--- config.mk ---
export PLATFORM = sky130hd
export DESIGN_NAME = rmfb_ctrl
export DESIGN_NICKNAME = d
export VERILOG_FILES = /design/src/rmfb_pkg.sv /design/src/rmfb_ctrl.sv
export SDC_FILE = /design/constraint.sdc
export NUM_CORES = 1
export LEC_CHECK = 0
export BUFFER_PORTS_ARGS = -buffer_cell sky130_fd_sc_hd__buf_4
export CORE_AREA = 2 2 39 41
export DETAILED_ROUTE_END_ITERATION = 6
export DIE_AREA = 0 0 41 43
export PLACE_DENSITY = 0.55
export SLEW_MARGIN = 20
export SYNTH_ARGS = -nofsm -noshare
export SYNTH_HDL_FRONTEND = slang
export SYNTH_SLANG_ARGS = --single-unit
--- constraint.sdc ---
create_clock -name clk -period 1.4 [get_ports clk]
set_input_delay 0.14 -clock clk [delete_from_list [all_inputs] [get_ports clk]]
set_output_delay 0.14 -clock clk [all_outputs]
set_load 0.03 [all_outputs]
--- src/rmfb_pkg.sv ---
// shared types and codes for the rotated monochrome frame buffer
`timescale 1ns / 1ps

package rmfb_pkg;

  typedef enum logic [1:0] {
    CMD_PIXEL = 2'd0,
    CMD_FILL  = 2'd1,
    CMD_READ  = 2'd2,
    CMD_NONE  = 2'd3
  } cmd_t;

  typedef enum logic [2:0] {
    ST_IDLE,
    ST_MAP,
    ST_INDEX,
    ST_FETCH,
    ST_FILL,
    ST_FINISH
  } state_t;

  // controller to datapath step commands
  typedef struct packed {
    logic load;
    logic map;
    logic index;
    logic fetch;
    logic fill_wr;
    logic finish;
  } dp_ctl_t;

  localparam logic [7:0] BYTE_ONES = 8'hFF;
  localparam int unsigned BIT_LAST = 7;

endpackage

--- src/rmfb_ctrl.sv ---
// controller state machine for the rotated monochrome frame buffer
`timescale 1ns / 1ps

module rmfb_ctrl (
  input  logic              clk,
  input  logic              rst_n,
  input  logic              start,
  input  logic [1:0]        in_command,
  input  logic              fill_last,
  output logic              busy,
  output logic              out_valid,
  output rmfb_pkg::dp_ctl_t ctl
);

  rmfb_pkg::state_t state_r, state_nxt;
  logic             out_valid_r, out_valid_nxt;

  always_ff @(posedge clk) begin
    if (!rst_n) begin
      state_r     <= rmfb_pkg::ST_IDLE;
      out_valid_r <= 1'b0;
    end else begin
      state_r     <= state_nxt;
      out_valid_r <= out_valid_nxt;
    end
  end

  always_comb begin
    state_nxt     = state_r;
    out_valid_nxt = 1'b0;
    ctl           = '0;
    unique case (state_r)
      rmfb_pkg::ST_IDLE: begin
        if (start) begin
          ctl.load = 1'b1;
          unique case (rmfb_pkg::cmd_t'(in_command))
            rmfb_pkg::CMD_PIXEL: state_nxt = rmfb_pkg::ST_MAP;
            rmfb_pkg::CMD_READ:  state_nxt = rmfb_pkg::ST_INDEX;
            rmfb_pkg::CMD_FILL:  state_nxt = rmfb_pkg::ST_FILL;
            default:             state_nxt = rmfb_pkg::ST_FINISH;
          endcase
        end
      end
      rmfb_pkg::ST_MAP: begin
        ctl.map   = 1'b1;
        state_nxt = rmfb_pkg::ST_INDEX;
      end
      rmfb_pkg::ST_INDEX: begin
        ctl.index = 1'b1;
        state_nxt = rmfb_pkg::ST_FETCH;
      end
      rmfb_pkg::ST_FETCH: begin
        ctl.fetch = 1'b1;
        state_nxt = rmfb_pkg::ST_FINISH;
      end
      rmfb_pkg::ST_FILL: begin
        ctl.fill_wr = 1'b1;
        if (fill_last) begin
          state_nxt = rmfb_pkg::ST_FINISH;
        end
      end
      rmfb_pkg::ST_FINISH: begin
        ctl.finish    = 1'b1;
        out_valid_nxt = 1'b1;
        state_nxt     = rmfb_pkg::ST_IDLE;
      end
      default: begin
        state_nxt = rmfb_pkg::ST_IDLE;
      end
    endcase
  end

  assign busy      = (state_r != rmfb_pkg::ST_IDLE);
  assign out_valid = out_valid_r;

  a_accept_busy: assert property (@(posedge clk) disable iff (!rst_n)
    (start && !busy) |=> busy)
    else $error("accepted item did not make the block busy");

  a_single_pulse: assert property (@(posedge clk) disable iff (!rst_n)
    out_valid |=> !out_valid)
    else $error("result strobe lasted more than one cycle");

  a_fetch_result: assert property (@(posedge clk) disable iff (!rst_n)
    (state_r == rmfb_pkg::ST_FETCH) |=> ##1 out_valid)
    else $error("memory fetch not followed by a result");

endmodule

==> summary.txt <==
Critical path
  – WP data required: 1.26 ns
  – Kind of critical path: flop to output port
  – Worst Path Max Fanout: 9
  – Startpoint Class: flop
  – Worst Setup End Kind: output port
  – Arrival @ worst endpoint: 1.20 ns

Placed design
  – Port buffer count: 13
  – Routability cong.: 0.762
  – # placed instances: 61
  – Pre-CTS setup slack: 0.192 ns
  – DP HPWL: 503 µm

Synthesis
  – Synth cell types: 19
  – Mapped cell area: 308 µm²
  – Number of enable flip-flop cells after synthesis: 0
  – Top post-synthesis cells by area: dfxtp_1 26%, ha_1 12%, buf_4 7.3%
  – Yosys top cell area share: 26.0%
  – Yosys warns: 0
  – Prevailing post-synth register cell: dfxtp_1
  – FFs w/ async S/R, synth: 0%
  – Area leader, netlist: dfxtp_1
  – Mapped Cells: 34
  – Seq/Total Area, Yosys: 26.0%
  – Mapped Nets: 43
  – Yosys reg bits: 4
  – Syn avg cell area: 9.05 µm²
  – Top cells by count, synth: 4 x dfxtp_1, 4 x nor2_1, 3 x buf_4, 3 x ha_1, 3 x inv_1

Clocking
  – Hold Buf Count CTS: 0
  – Clock tree buffer depth: 2
  – # H-tree levels: 1
  – Clock latency at the later pin of the worst-skew pair: 0.24 ns
  – Clock transition at path regs: 0.04 ns
  – CTS tree: built
  – Num CTS Buffers: 3
  – Clock sinks: 4
  – Clk root buf: clkbuf_4
  – Postcts setup bufs: 0

STA
  – Setup TNS: 0 ns
  – Relative slew slack: 84.7%
  – Post-layout min period: 1.34 ns
  – Period utilization: 95.9%
  – PnR worst setup slack: 0.0568 ns
  – Slew @ Worst Pin: 0.230 ns
  – Hold Violations, Final: 0
  – Worst Skew: 0.00467 ns
  – Final Max Slew Viols: 0
  – RSZ-0062 raised after global routing: yes
  – Fmax: 744 MHz
  – # setup viols final: 0

Power and ir drop
  – Net Sw Frac: 36.8%
  – Combinational share of power: 44.3%
  – VDD IR-drop max: 0.560 mV
  – PD cells: 1170 nW/µm²
  – Seq pwr share: 28.8%
  – Leakage power: 0.220 nW
  – Psw: 0.000194 W
  – Internal power: 0.000334 W
  – Clk pwr share: 26.9%

GRT
  – Antenna violations before repair: 0
  – Most crowded layer after global routing: met2
  – Number of global-route vias before repair: 230
  – First-pass GRT wire length: 966 µm
  – GR Util met2: 11.3%
  – Pin count of the biggest net entering global routing: 10
  – GR Util All Layers: 8.82%
  – Grt ovf: 0
  – Met3 layer usage reported by global route: 6.28%
  – Global Route met1 Usage: 9.90%

Layout
  – Fin util: 32.5%
  – Fillers: 154
  – Post-route insts no fill: 64
  – Area growth from synthesis to layout: 46.3%
  – Final nets: 59
  – # diodes: 0
  – Share of cells above drive strength 1: 52.1%

Drt
  – Starting DRT DRC Count: 5
  – Vias per cell: 4.19
  – Drt first pass iters: 2
  – Drt wl/cell: 9.69 µm
  – Residual DRC count: 0
  – ANT nets after route: 0
  – Routed WL: 620 µm
  – Vias: 268

Die
  – Die height: 43 µm
  – Initial Util: 22.2%
  – Die X: 41 µm
  – Die Area: 1760 µm²
  – Top Ports: 14
  – # rows: 14
  – Core outline area: 1380 µm²

Run
  – Max Cap Violations: 0

Min path
  – HP Class: primary input to flop

Status
  – Status: finished clean
worst paths after layout:
check,depth (start not counted),slack [ns],end,startpoint
hold / removal,2,0.15,out_valid,rst_n
setup reg to reg,3,0.27,state_r[1],state_r[2]
hold reg to reg,2,0.55,state_r[0],state_r[1]
setup / recovery,3,0.06,ctl[5],state_r[0]
routing by layer:
metal / up-vias / wire [µm]
met5: - / 0
met4: 0 / 10
met3: 2 / 64
met2: 11 / 272
met1: 113 / 273
li1: 142 / -
placed cells by master, fill, tap and decap left out:
master	netlist	routed
and3b_1	1	1
inv_1	3	3
o31ai_4	1	1
dfxtp_2	0	1
mux2_4	1	1
nor2_4	0	1
dfxtp_1	4	2
nand2_1	1	1
nor3b_1	1	1
nand2b_1	1	1
or3_4	0	1
and2_1	2	2
buf_4	3	14
nor2_1	4	3
ha_1	3	3
o31a_1	1	1
nor3_1	2	2
a21oi_1	1	1
clkbuf_4	0	3
buf_6	1	1
o21ai_0	2	2
dfxtp_4	0	1
nor4b_2	1	1
critical path, stage by stage (launching register included):
cell and delay [ns]:
dfxtp_4 0.36, or3_4 0.39, nor2_4 0.09, buf_6 0.13
registers in the layout, indices dropped and copies added, names as in the netlist:
register / count
out_valid: 1
state_r: 3
power by group through the flow:
stage	Sequential (W)	Combinational, W	Clock, W
2_1_floorplan	0.000133	0.000177	0
3_3_place_gp	0.000150	0.000222	0
3_5_place_dp	0.000151	0.000223	0
4_1_cts	0.000151	0.000232	0.000149
5_1_grt	0.000156	0.000251	0.000156
6_report	0.000152	0.000234	0.000142
through the flow:
| step | instance area, µm² | power (W) | hold WS (ns) |
|---|---|---|---|
| finish | 450 | 0.000528 | 0.148 |
| detailed placement | 414 | 0.000373 | 0.396 |
| floorplan | 315 | 0.000310 | 0.262 |
| global placement | 414 | 0.000373 | 0.392 |
| global route | 450 | 0.000563 | 0.149 |
| CTS | 443 | 0.000532 | 0.147 |
kinds of logic (layout without fill, tap and decap cells):
family / after synthesis / count (layout) / synth area share (%)
multiplexers: 1 / 1 / 4.88
flip-flops: 4 / 4 / 26.0
AND/OR/NAND/NOR: 14 / 14 / 27.6
AO/OA/AOI/OAI: 5 / 5 / 14.6
buffers and inverters: 7 / 21 / 14.6
adder cells (fa/ha/maj): 3 / 3 / 12.2
what timing repair did:
action,CTS,global route
gates resized for setup,2,3
endpoints found under the setup margin,1,2
pin swaps,0,0
cell type report:
cell class | count | area [µm²] | area share [%]
Multi-Input combinational cell | 23 | 195 | 43.3
Timing Repair Buffer | 15 | 116 | 25.8
Sequential cell | 4 | 85.1 | 18.9
Clock buffer | 3 | 22.5 | 5.00
Tap cell | 16 | 20.0 | 4.44
Inverter | 3 | 11.3 | 2.50
(Power assumes the default switching activity.)
